--- src/hdl/chta_ram.sv ---
// Generic simple dual-port RAM: one write port, one read port with a
// registered read. No dependencies.
module chta_ram #(
  parameter int WIDTH = 8,
  parameter int DEPTH = 16
) (
  input  logic                     clk,
  input  logic                     we,
  input  logic [$clog2(DEPTH)-1:0] waddr,
  input  logic [WIDTH-1:0]         wdata,
  input  logic                     re,
  input  logic [$clog2(DEPTH)-1:0] raddr,
  output logic [WIDTH-1:0]         rdata
);

  logic [WIDTH-1:0] mem [DEPTH];

  always_ff @(posedge clk) begin
    if (we) begin
      mem[waddr] <= wdata;
    end
    if (re) begin
      rdata <= mem[raddr];
    end
  end

endmodule
--- config.mk ---
export PLATFORM = sky130hd
export DESIGN_NAME = chta_ram
export DESIGN_NICKNAME = d
export VERILOG_FILES = /design/src/hdl/chta_ram.sv
export SDC_FILE = /design/constraint.sdc
export NUM_CORES = 1
export LEC_CHECK = 0
export CAP_MARGIN = 20
export CELL_PAD_IN_SITES_DETAIL_PLACEMENT = 1
export CELL_PAD_IN_SITES_GLOBAL_PLACEMENT = 2
export CORE_ASPECT_RATIO = 0.9
export CORE_MARGIN = 2
export CORE_UTILIZATION = 30
export DETAILED_ROUTE_END_ITERATION = 8
export DONT_BUFFER_PORTS = 1
export GPL_ROUTABILITY_DRIVEN = 0
export MAX_ROUTING_LAYER = met4
export PLACE_DENSITY_LB_ADDON = 0.08
export SLEW_MARGIN = 15
export SYNTH_ARGS = -nofsm -noshare
export SYNTH_HDL_FRONTEND = slang
export SYNTH_SLANG_ARGS = --single-unit
--- constraint.sdc ---
create_clock -name clk -period 2.3 [get_ports clk]
set_clock_uncertainty 0.15 [all_clocks]
set_input_delay 0.345 -clock clk [delete_from_list [all_inputs] [get_ports clk]]
set_output_delay 0.345 -clock clk [all_outputs]
set_load 0.01 [all_outputs]
---- Word-level counts from Yosys, hierarchy flattened ----
Memory sizes are Yosys's and may differ from the RTL's. A register that Yosys moved wholly into a read port is not among the register bits.
Index checks and enable logic that the tools add are counted.
storage, ports and cells
  memories ................................ 1
  bits in writable memories ............... 128
  output and inout bits ................... 8
  register bits after elaboration ......... 0
cells by class
  muxes and demuxes ....................... 2
memories
  memory  depth  width  read ports  clocked after Yosys merged registers in  write ports  line  text
  mem     16     8      1           1                                        1            16    logic [WIDTH-1:0] mem [DEPTH];
operators by type and width
  kind    count
  $mux 1  2

---- Longest topological paths before layout ----
Gate-level depths: netlist of run 1.
  depth in word-level cells ............... 2
  depth in mapped cells ................... 5

---- Worst setup path after synthesis of run 1 ----
No wires, ideal clock.
  kind .................................... input to register
  from .................................... input waddr[2]
  to ...................................... memory mem[0][0], enable pin
  arrival ................................. 1.455 ns
  path slack .............................. 0.312 ns
  stages on the path ...................... 2
  library setup time ...................... 0.383 ns
  cells stage by stage .................... or3b_2 -> nor3_1
RTL lines
  item             line  text
  start, declared  9     input logic [$clog2(DEPTH)-1:0] waddr,
  end, declared    16
Straight into the memory's write port.

==> metrics.md, run 1 <==
| Metric | Value |
|---|---|
| Status | `finished, final reports clean` |
| HP Class | `in2reg` |
| Ports | `27` |
| # port buffers | `0` |
| #FFs+latches synth | `136` |
| Synthesis-to-layout area growth | `19.0%` |
| Area leader, netlist | `edfxtp_1` |
| Fill cells | `1633` |
| Switching portion of total power | `20.3%` |
| Vias/cell | `4.63` |
| Worst-Skew Late Latency | `0.42 ns` |
| WP data required | `2.31 ns` |
| Worst r2r src | `mem[5][1]` |
| Fmax | `574 MHz` |
| Synth cell types | `18` |
| Clock power share | `45.9%` |
| H-tree depth | `4` |
| Setup WS post-layout | `0.557 ns` |
| Core box area | `0.0169 sq mm` |
| R2R Setup Slk | `0.56 ns` |
| Worst slew pin tran | `0.745 ns` |
| Flop pwr share | `50.3%` |
| Initial antenna violation count | `0` |
| Largest buffer count on any clock path | `2` |
| Seq/Total Area, Yosys | `78.1%` |
| Row cnt | `45` |
| CP max FO | `1` |
| Hold path start | `waddr[0]` |
| Routed WL | `11800 microns` |
| Post-route ant nets | `0` |
| Hold WS | `0.151 ns` |
| Post-CTS Setup Bufs | `0` |
| TNS Setup | `0 ns` |
| Antenna Cells | `0` |
| Largest net degree at the start of global routing | `33` |
| Hold worst-path end | `mem[4][6]` |
| Share of cells above drive strength 1 | `24.2%` |
| Iteration-0 DRC Markers | `148` |
| Clock-pin slew on the worst setup and hold paths | `0.06 ns` |
| Critical Path Start Type | `register` |
| Mapped Nets | `248` |
| Commonest non-fill, non-tap cell in the layout | `edfxtp_1` |
| Area of the multi-input gates | `0.00106 sq mm` |
| LEAKAGE | `2.00 nW` |
| Sw power | `0.00114 W` |
| Total global routing overflow | `0` |
| Root Driver | `clkbuf_16` |
| Synthesized area | `0.00523 sq mm` |
| PostCTS Resize Cnt | `0` |
| All-Layer GR Usage | `14.5%` |
| Post-Synthesis Cells | `229` |
| Internal Power | `0.00446 W` |
| Die height | `129 microns` |
| Initial core utilization | `30.8%` |
| Post-synth top area share | `78.1%` |
| Nets | `284` |
| Tmin final | `1.74 ns` |
| Placed cell count | `472` |
| Vias in the first global route | `2583` |
| DP HPWL | `7370 microns` |
| Hold Vio Cnt, Final | `0` |
| Final setup viols | `0` |
| Worst VDD drop | `0.446 mV` |
| Overall Power | `0.00560 W` |
| Slew headroom | `50.2%` |
| Pre-antenna DRT Iters | `4` |
| Combinational power share | `3.9%` |
| Die area | `0.0185 sq mm` |
| TritonCTS clock tree | `done` |
| FF/Latch Area | `0.00408 sq mm` |
| Slew Viols, Final | `0` |
| Yosys Warn Count | `0` |
| DRC Markers | `0` |
| Top cells by area, synth | `edfxtp_1 (78%), mux4_2 (7.8%), mux4_1 (7.0%), a22oi_1 (2.3%), nor2_1 (0.93%)` |
| Setup WS pre-CTS | `0.471 ns` |
| Data arrival time of the worst path | `1.75 ns` |
| First-pass GRT wire length | `17400 microns` |
| RSZ-0062 raised after global routing | `no` |
| FF-to-FF End | `rdata[1]` |
| CTS buffer count | `17` |
| Leading cell types in the layout, fill and taps excluded | `edfxtp_1 (136), mux4_2 (18), buf_4 (18)` |
| CTS sink cnt | `136` |
| Die X | `143 microns` |
| Pwr/cell area | `900 mW/mm^2` |
| Non-Filler Instances | `512` |
| Critical path class | `reg2reg` |
| Fin crit share | `75.8%` |
| Hold path depth | `2` |
| Reg2Reg Depth | `3` |
| Crit end category | `register` |
| Mapped Avg Cell Area | `22.8 sq um` |
| Hold buffers post-CTS | `9` |
| Average wire per standard cell | `23.1 microns` |
| Maxcap violations | `0` |
| Total number of vias | `2368` |
worst max path at each step:
| stage | endpoint | slack [ns] | startpoint | cells after the start |
|---|---|---|---|---|
| floorplan | mem[0][0] | 0.31 | waddr[2] | 2 |
| global placement | rdata[1] | 0.49 | raddr[0] | 3 |
| detailed placement | rdata[1] | 0.47 | raddr[0] | 3 |
| CTS | rdata[1] | 0.51 | mem[5][1] | 3 |
| global route | rdata[1] | 0.47 | mem[5][1] | 3 |
| finish | rdata[1] | 0.56 | mem[5][1] | 3 |
metal layers:
metal / up-vias / GRT usage, % / routed length, microns
met5: - / - / 0
met4: 0 / 6.12 / 215
met3: 14 / 3.73 / 301
met2: 39 / 21.5 / 5490
met1: 1259 / 19.2 / 5800
li1: 1056 / - / -
flip-flops by register name (all words and copies together) (netlist names):
name / cells
rdata: 8
mem: 128
worst max-delay path, stage by stage, from the launching register on:
cell	delay [ns]
edfxtp_1	0.35
mux4_1	0.57
a22oi_1	0.31
nand2_1	0.10
per-stage QoR:
step	instance area [sq um]	utilization, %
after floorplan	5230	-
after global placement	5570	32.9
after detailed placement	5570	32.9
after CTS	6220	36.7
after global routing	6220	36.7
final	6220	36.7
final cells by class:
type / count / area share (%)
clock buffer: 17 / 6.84
clock inverter: 14 / 2.17
multi-input combinational: 83 / 17.0
sequential: 136 / 65.6
tap: 235 / 4.73
timing repair buffer: 27 / 3.62
cell usage after synthesis, drive strengths merged:
master         count
edfxtp           136
mux4              32
a22oi             16
nor2              13
nand2              9
buf                7
nor3               4
clkdlybuf4s25      3
nand2b             2
nand3b             2
and2               1
and2b              1
nand3              1
nor2b              1
or3b               1
cells by family (layout without fill, tap and decap cells):
kind of cell,count (synthesis),count (layout),share of synthesized area (%)
compound gates,16,16,2.30
mux,32,32,14.8
buf+inv,10,58,1.65
simple gates,35,35,3.14
flops,136,136,78.1
power by group through the flow:
stage               Sequential, W  Clock [W]  Combinational (W)
detailed placement        0.00287          0           0.000169
CTS                       0.00282    0.00262           0.000225
global route              0.00282    0.00272           0.000235
global placement          0.00287          0           0.000169
floorplan                 0.00286          0           0.000141
finish                    0.00282    0.00257           0.000216
Power figures use the tool's default switching activity.
==> run 2, diff against run 1 <==
==> constraint.sdc (replaced) <==
create_clock -name clk -period 1.6 [get_ports clk]
set_clock_uncertainty 0.15 [all_clocks]
set_input_delay 0.24 -clock clk [delete_from_list [all_inputs] [get_ports clk]]
set_output_delay 0.24 -clock clk [all_outputs]
set_load 0.01 [all_outputs]
==> run 2 against run 1 <==
  * Register-to-register slack worse by 0.51 ns
  * Fmax rose by 12%
  * Largest power group unchanged
  * Worst hold slack lost 0.087 ns
  * Via count fell by 1.0%
==> metrics.md, run 2 (synthesized netlist as in run 1, its figures left out) <==
| Metric | Value |
|---|---|
| DP Area | `0.00553 sq mm (-0.76%)` |
| Critical Path Start Type | `register` |
| Vias/cell | `4.57 (-1.2%)` |
| Final setup viols | `0 (unchanged)` |
| Max FFs per register | `128 (unchanged)` |
| CP max FO | `1 (unchanged)` |
| Flop pwr share | `49.7% (-0.6 points)` |
| Fmax | `644 MHz (+12%)` |
| All-Layer GR Usage | `14.3% (-0.28 points)` |
| Pwr/cell area | `1310 mW/mm^2 (+45%)` |
| Worst VDD drop | `0.766 mV (+72%)` |
| # port buffers | `0 (unchanged)` |
| DP HPWL | `7190 microns (-2.4%)` |
| Crit end category | `register` |
| Maxcap violations | `0 (unchanged)` |
| Ports | `27 (unchanged)` |
| Average wire per standard cell | `22.7 microns (-1.8%)` |
| Post-route ant nets | `0 (unchanged)` |
| Routed WL | `11600 microns (-1.6%)` |
| Synthesis-to-layout area growth | `19.4%` |
| Die X | `143 microns (unchanged)` |
| Commonest non-fill, non-tap cell in the layout | `edfxtp_1` |
| Row cnt | `45 (unchanged)` |
| Sw power | `0.00158 W (+38%)` |
| Initial core utilization | `30.8% (unchanged)` |
| Nets | `284 (unchanged)` |
| Crit-path cells | `mux4_2 > a22oi_1 > nand2_1` |
| Die height | `129 microns (unchanged)` |
| Largest buffer count on any clock path | `2 (unchanged)` |
| Largest reg by FF count | `mem` |
| Critical path class | `reg2reg` |
| Core box area | `0.0169 sq mm (unchanged)` |
| LEAKAGE | `1.97 nW (-1.8%)` |
| Total number of vias | `2344 (-1.0%)` |
| First-pass GRT wire length | `17200 microns (-1.4%)` |
| Pre-antenna DRT Iters | `4 (unchanged)` |
| WP data required | `1.61 ns (-0.70 ns)` |
| HP Class | `in2reg` |
| Post-Route Utilization | `36.8% (+0.12 points)` |
| Crit-path slowest cell | `mux4_2` |
| CP max stage delay | `0.53 ns (-0.04 ns)` |
| Finished layout cell area | `0.00624 sq mm (+0.32%)` |
| Data arrival time of the worst path | `1.57 ns (-0.18 ns)` |
| RSZ-0062 raised after global routing | `yes` |
| Biggest regs | `mem x128, rdata x8` |
| Share of cells above drive strength 1 | `30.7% (+6.5 points)` |
| Setup WS pre-CTS | `-0.0462 ns (-0.517 ns)` |
| Root Driver | `clkbuf_16` |
| Vias in the first global route | `2612 (+1.1%)` |
| CTS sink cnt | `136 (unchanged)` |
| H-tree depth | `4 (unchanged)` |
| Fin crit share | `97.0% (+21 points)` |
| Switching portion of total power | `19.3% (-1.0 points)` |
| Setup WS post-layout | `0.0480 ns (-0.509 ns)` |
| Worst slew pin tran | `0.892 ns (+0.147 ns)` |
| Total global routing overflow | `0 (unchanged)` |
| Slew headroom | `40.3% (-9.9 points)` |
| Worst-Skew Late Latency | `0.42 ns (about the same)` |
| Tmin final | `1.55 ns (-0.191 ns)` |
| Iteration-0 DRC Markers | `145 (-2.0%)` |
| Clock power share | `46.5% (+0.6 points)` |
| DRC Markers | `0 (unchanged)` |
| Status | `finished, final reports clean` |
| Combinational power share | `3.9% (about the same)` |
| Leading cell types in the layout, fill and taps excluded | `edfxtp_1 (136), mux4_2 (32), clkbuf_16 (17)` |
| Largest net degree at the start of global routing | `33 (unchanged)` |
| Internal Power | `0.00658 W (+47%)` |
| CTS buffer count | `17 (unchanged)` |
| Slew Viols, Final | `0 (unchanged)` |
| Clock-pin slew on the worst setup and hold paths | `0.05 ns (about the same)` |
| TritonCTS clock tree | `done` |
| Post-CTS Setup Bufs | `0 (unchanged)` |
| Die area | `0.0185 sq mm (unchanged)` |
| Initial antenna violation count | `1 (+1)` |
| Hold Vio Cnt, Final | `0 (unchanged)` |
## run 2: changes by cell type in the layout (fill, tap and decap cells not counted), sizes merged
cell         change
buf              -2
bufinv           +1
clkbuf           +3
clkinvlp         -4
diode            +1
dlygate4sd3      +2
## run 2: power by group through the flow
stage / logic (W) / clock network, W / registers, W
final: 0.000316 / 0.00379 / 0.00405
after global routing: 0.000345 / 0.00402 / 0.00406
after CTS: 0.000318 / 0.00388 / 0.00405
after detailed placement: 0.000235 / 0 / 0.00413
after global placement: 0.000237 / 0 / 0.00412
after floorplan: 0.000220 / 0 / 0.00411
## run 2: routing by layer
layer  vias to the layer above  GRT usage [%]  wire, microns
li1                       1038              -              -
met1                      1247           18.4           5400
met2                        41           21.1           5550
met3                        18           4.36            463
met4                         0           5.94            202
met5                         -              -              0
## run 2: final timing paths
| path | start | endpoint | slack (ns) | cells past startpoint |
|---|---|---|---|---|
| setup / recovery | mem[15][5] | rdata[5] | 0.05 | 3 |
| hold / removal | waddr[0] | mem[4][5] | 0.06 | 2 |
| setup reg to reg | mem[15][5] | rdata[5] | 0.05 | 3 |
| hold reg to reg | mem[3][2] | rdata[2] | 0.63 | 3 |
## run 2: what timing repair did
action | CTS | global route
resized for setup | 4 | 6
endpoints found under the setup margin | 4 | 5
hold buffers | 11 | 0
endpoints found under the hold margin | 139 | 0
pin swaps | 1 | 2
## run 2: critical path, delay by kind of cell, from the launching register on
| family | cells | cell delay (ns) |
|---|---|---|
| muxes | 1 | 0.53 |
| DFF | 1 | 0.35 |
| AOI/OAI and AO/OA | 1 | 0.19 |
| and+or+nand+nor | 1 | 0.08 |
## run 2: per-stage QoR
step	cells	total power, W	TNS [ns]	hold WS (ns)
final	513	0.00816	0	0.0636
after global routing	513	0.00842	-0.0157	0.0577
after floorplan	229	0.00433	-1.68	0.189
after CTS	512	0.00825	0	0.0473
after global placement	470	0.00436	-0.147	0.190
after detailed placement	470	0.00436	-0.117	0.190
## run 2: layout make-up
| cell class | instances | area, sq um |
|---|---|---|
| diodes | 1 | 2.50 |
| clock buffers | 20 | 437 |
| clock inverters | 11 | 131 |
| fillers | 1624 | 10700 |
| multi-input cells | 83 | 1050 |
| flip-flops and latches | 136 | 4080 |
| well taps | 235 | 294 |
| repair buffers | 27 | 243 |
==> run 3, diff against run 2 <==
--- a/config.mk
+++ b/config.mk
@@ -5,6 +5,7 @@
 export SDC_FILE = /design/constraint.sdc
 export NUM_CORES = 1
 export LEC_CHECK = 0
+export ABC_AREA = 1
 export CAP_MARGIN = 20
 export CELL_PAD_IN_SITES_DETAIL_PLACEMENT = 1
 export CELL_PAD_IN_SITES_GLOBAL_PLACEMENT = 2
==> run 3 against run 2 <==
  * Global-route usage up 4.2 points
  * Final cell count rose by 65%
  * Via count grew 62%
  * Area after synthesis grew 12%
  * Worst setup slack better by 0.15 ns
  * Sequential share of layout area shrank 7.3 points
  * Non-clock buffer count is 9 higher
  * Combinational power increased by 45%
  * Clock power increased by 21%
  * Critical path type is now in2reg
==> metrics.md, run 3 <==
| Metric | Value |
|---|---|
| Status | `finished, final reports clean` |
| Die area | `0.0206 sq mm (+11%)` |
| Post-synth top area share | `69.8% (-8.3 points)` |
| Synth cell types | `11 (-7)` |
| Root Driver | `clkbuf_16` |
| Leading cell types in the layout, fill and taps excluded | `nand2_1 (173), edfxtp_1 (136), inv_1 (100)` |
| Grt met1 use | `26.2% (+7.8 points)` |
| Hold path depth | `3 (+1)` |
| HP Class | `in2reg` |
| Fmax | `715 MHz (+11%)` |
| RSZ-0062 raised after global routing | `no` |
| Post-Synth Simple-Gate Area | `20.8% (+18 points)` |
| TNS Setup | `0 ns (unchanged)` |
| PostCTS Resize Cnt | `0 (-4)` |
| Row cnt | `48 (+6.7%)` |
| CP Depth | `1 (-2)` |
| CTS buffer count | `17 (unchanged)` |
| Most Crowded Layer GR | `met2` |
| Reg2Reg Depth | `6 (+3)` |
| Crit-path cells | `dlygate4sd3_1` |
| Post-Synthesis Cells | `551 (+140%)` |
| Synth Area in XOR/XNOR | `0% (unchanged)` |
| FF/Latch Area | `0.00408 sq mm (unchanged)` |
| Commonest cells post-synth | `nand2_1 (173), edfxtp_1 (136), inv_1 (100)` |
| Vias in the first global route | `3926 (+50%)` |
| Antenna Cells | `0 (-1)` |
| GR met2 Demand/Resource | `26.4% (+5.4 points)` |
| Largest buffer count on any clock path | `2 (unchanged)` |
| Worst slew pin tran | `0.857 ns (-0.0355 ns)` |
| Vias/cell | `4.48 (-1.9%)` |
| Slew headroom | `42.7% (+2.4 points)` |
| Core box area | `0.0192 sq mm (+13%)` |
| Biggest regs | `mem x128, rdata x8` |
| Share of cells above drive strength 1 | `9.24% (-21 points)` |
| Mapped Nets | `570 (+130%)` |
| Critical Path Start Type | `primary input` |
| WP data required | `1.55 ns (-0.06 ns)` |
| Post-synth top flop | `edfxtp_1` |
| Largest family of logic cells by synthesized area | `simple AND/OR/NAND/NOR gates` |
| Yosys Warn Count | `0 (unchanged)` |
| Die height | `136 microns (+5.6%)` |
| All-Layer GR Usage | `18.4% (+4.2 points)` |
| Post-route ant nets | `0 (unchanged)` |
| Total number of vias | `3786 (+62%)` |
| #FFs+latches synth | `136 (unchanged)` |
| Post-synth ARST share | `0% (unchanged)` |
| Routed WL | `17100 microns (+47%)` |
| Iteration-0 DRC Markers | `193 (+33%)` |
| Average wire per standard cell | `20.2 microns (-11%)` |
| GRT met3 Usage | `4.83% (+0.47 points)` |
| Initial antenna violation count | `0 (-1)` |
| Die X | `151 microns (+5.6%)` |
| Initial core utilization | `30.5% (-0.33 points)` |
| Hold Vio Cnt, Final | `0 (unchanged)` |
| Setup WS pre-CTS | `0.0502 ns (+0.0964 ns)` |
| Final setup viols | `0 (unchanged)` |
| Max FFs per register | `128 (unchanged)` |
| Pre-antenna DRT Iters | `5 (+1)` |
| # port buffers | `0 (unchanged)` |
| Commonest non-fill, non-tap cell in the layout | `nand2_1` |
| Post-synthesis adder-cell area fraction | `0% (unchanged)` |
| DP Area | `0.00622 sq mm (+13%)` |
| Slew Viols, Final | `0 (unchanged)` |
| First-pass GRT wire length | `25600 microns (+49%)` |
| Largest net degree at the start of global routing | `66 (+100%)` |
| Largest reg by FF count | `mem` |
| TritonCTS clock tree | `done` |
| H-tree depth | `4 (unchanged)` |
| Crit end category | `register` |
| Tmin final | `1.40 ns (-0.153 ns)` |
| Area leader, netlist | `edfxtp_1` |
| Data arrival time of the worst path | `1.34 ns (-0.23 ns)` |
| Most common cell in the netlist | `nand2_1` |
| LEAKAGE | `2.95 nW (+50%)` |
| DP HPWL | `10400 microns (+44%)` |
| Seq/Total Area, Yosys | `69.8% (-8.3 points)` |
| Post-Route Utilization | `36.7% (-0.15 points)` |
| Mux contribution to synthesized area | `0% (-15 points)` |
| Critical path class | `in2reg` |
| Synthesis-to-layout area growth | `20.2%` |
| CP delay by family, top | `buffers and inverters` |
| Compound-Gate Fraction of Synth Area | `0% (-2.3 points)` |
| CP max FO | `16 (+15)` |
| Synthesized area | `0.00585 sq mm (+12%)` |
| DRC Markers | `0 (unchanged)` |
| EDFF count, synth | `136 (unchanged)` |
| Crit path buf inv count | `1 (+1)` |
| Top cells by area, synth | `edfxtp_1 (70%), nand2_1 (11%), nand3_1 (8.3%), inv_1 (6.4%), buf_6 (1.2%)` |
| Worst-Skew Late Latency | `0.42 ns (about the same)` |
| Ports | `27 (unchanged)` |
| Worst VDD drop | `0.722 mV (-5.8%)` |
| Hold WS | `0.0266 ns (-0.0370 ns)` |
| CP max stage delay | `1.10 ns (+0.57 ns)` |
| Fin crit share | `87.4% (-9.6 points)` |
| Setup WS post-layout | `0.201 ns (+0.153 ns)` |
| CTS sink cnt | `136 (unchanged)` |
| Nets | `601 (+110%)` |
| Pwr/cell area | `1290 mW/mm^2 (-1.1%)` |
| Finished layout cell area | `0.00703 sq mm (+13%)` |
| Total global routing overflow | `0 (unchanged)` |
| Mapped Avg Cell Area | `10.6 sq um (-54%)` |
| Clock-pin slew on the worst setup and hold paths | `0.06 ns (about the same)` |
| Fill cells | `2103 (+29%)` |
| Area of the multi-input gates | `0.00121 sq mm (+16%)` |
| Maxcap violations | `0 (unchanged)` |
| Crit-path slowest cell | `dlygate4sd3_1` |
## run 3: cell types whose count changed in the layout (fill, tap and decap cells not counted), moves of 5 or more
cell	delta
nand2_1	+164
inv_1	+100
nand3_1	+96
mux4_2	-32
a22oi_1	-8
a22oi_2	-8
buf_4	+5
## run 3: final cells by class
type	instances	share of cell area (%)
tap	250	4.45
clock inverter	14	3.60
timing repair buffer	36	4.99
clock buffer	18	6.11
sequential	136	58.1
inverter	102	5.45
multi-input combinational	289	17.3
## run 3: timing repair
action / 4_1_cts / 5_1_grt
setup buffers: 0 / 0
hold endpoints to repair: 144 / 0
hold buffers: 12 / 0
## run 3: worst paths after layout
kind | from | to | slack (ns)
setup / recovery | wdata[3] | mem[5][3] | 0.20
hold / removal | raddr[2] | rdata[7] | 0.03
setup reg to reg | mem[11][2] | rdata[2] | 0.21
hold reg to reg | mem[10][6] | rdata[6] | 0.62
## run 3: through the flow
stage | std cells | power (W)
final | 845 | 0.00908
after floorplan | 551 | 0.00440
after detailed placement | 801 | 0.00450
after global routing | 845 | 0.00938
after CTS | 845 | 0.00919
after global placement | 801 | 0.00449
## run 3: metal layers
layer  wire (microns)  vias to the layer above
met3              761                        9
met1             8740                     1880
met4              130                        0
li1                 -                     1845
met5                0                        -
met2             7420                       52
## run 3: cell families after synthesis
| logic type | after synthesis |
|---|---|
| AND/OR/NAND/NOR | 289 |
| buffers and inverters | 126 |
| flip-flops | 136 |
## run 3: worst reg2reg max path, cell delays in order (launching register included)
cell	delay, ns
edfxtp_1	0.37
inv_1	0.06
nand2_1	0.05
nand3_1	0.08
nand3_1	0.16
nand3_1	0.19
nand2_1	0.08
## run 3: report_power, final
group | internal, W | switching (W)
Combinational | 0.000149 | 0.000310
Clock | 0.00307 | 0.00150
Sequential | 0.00402 | 0.0000363
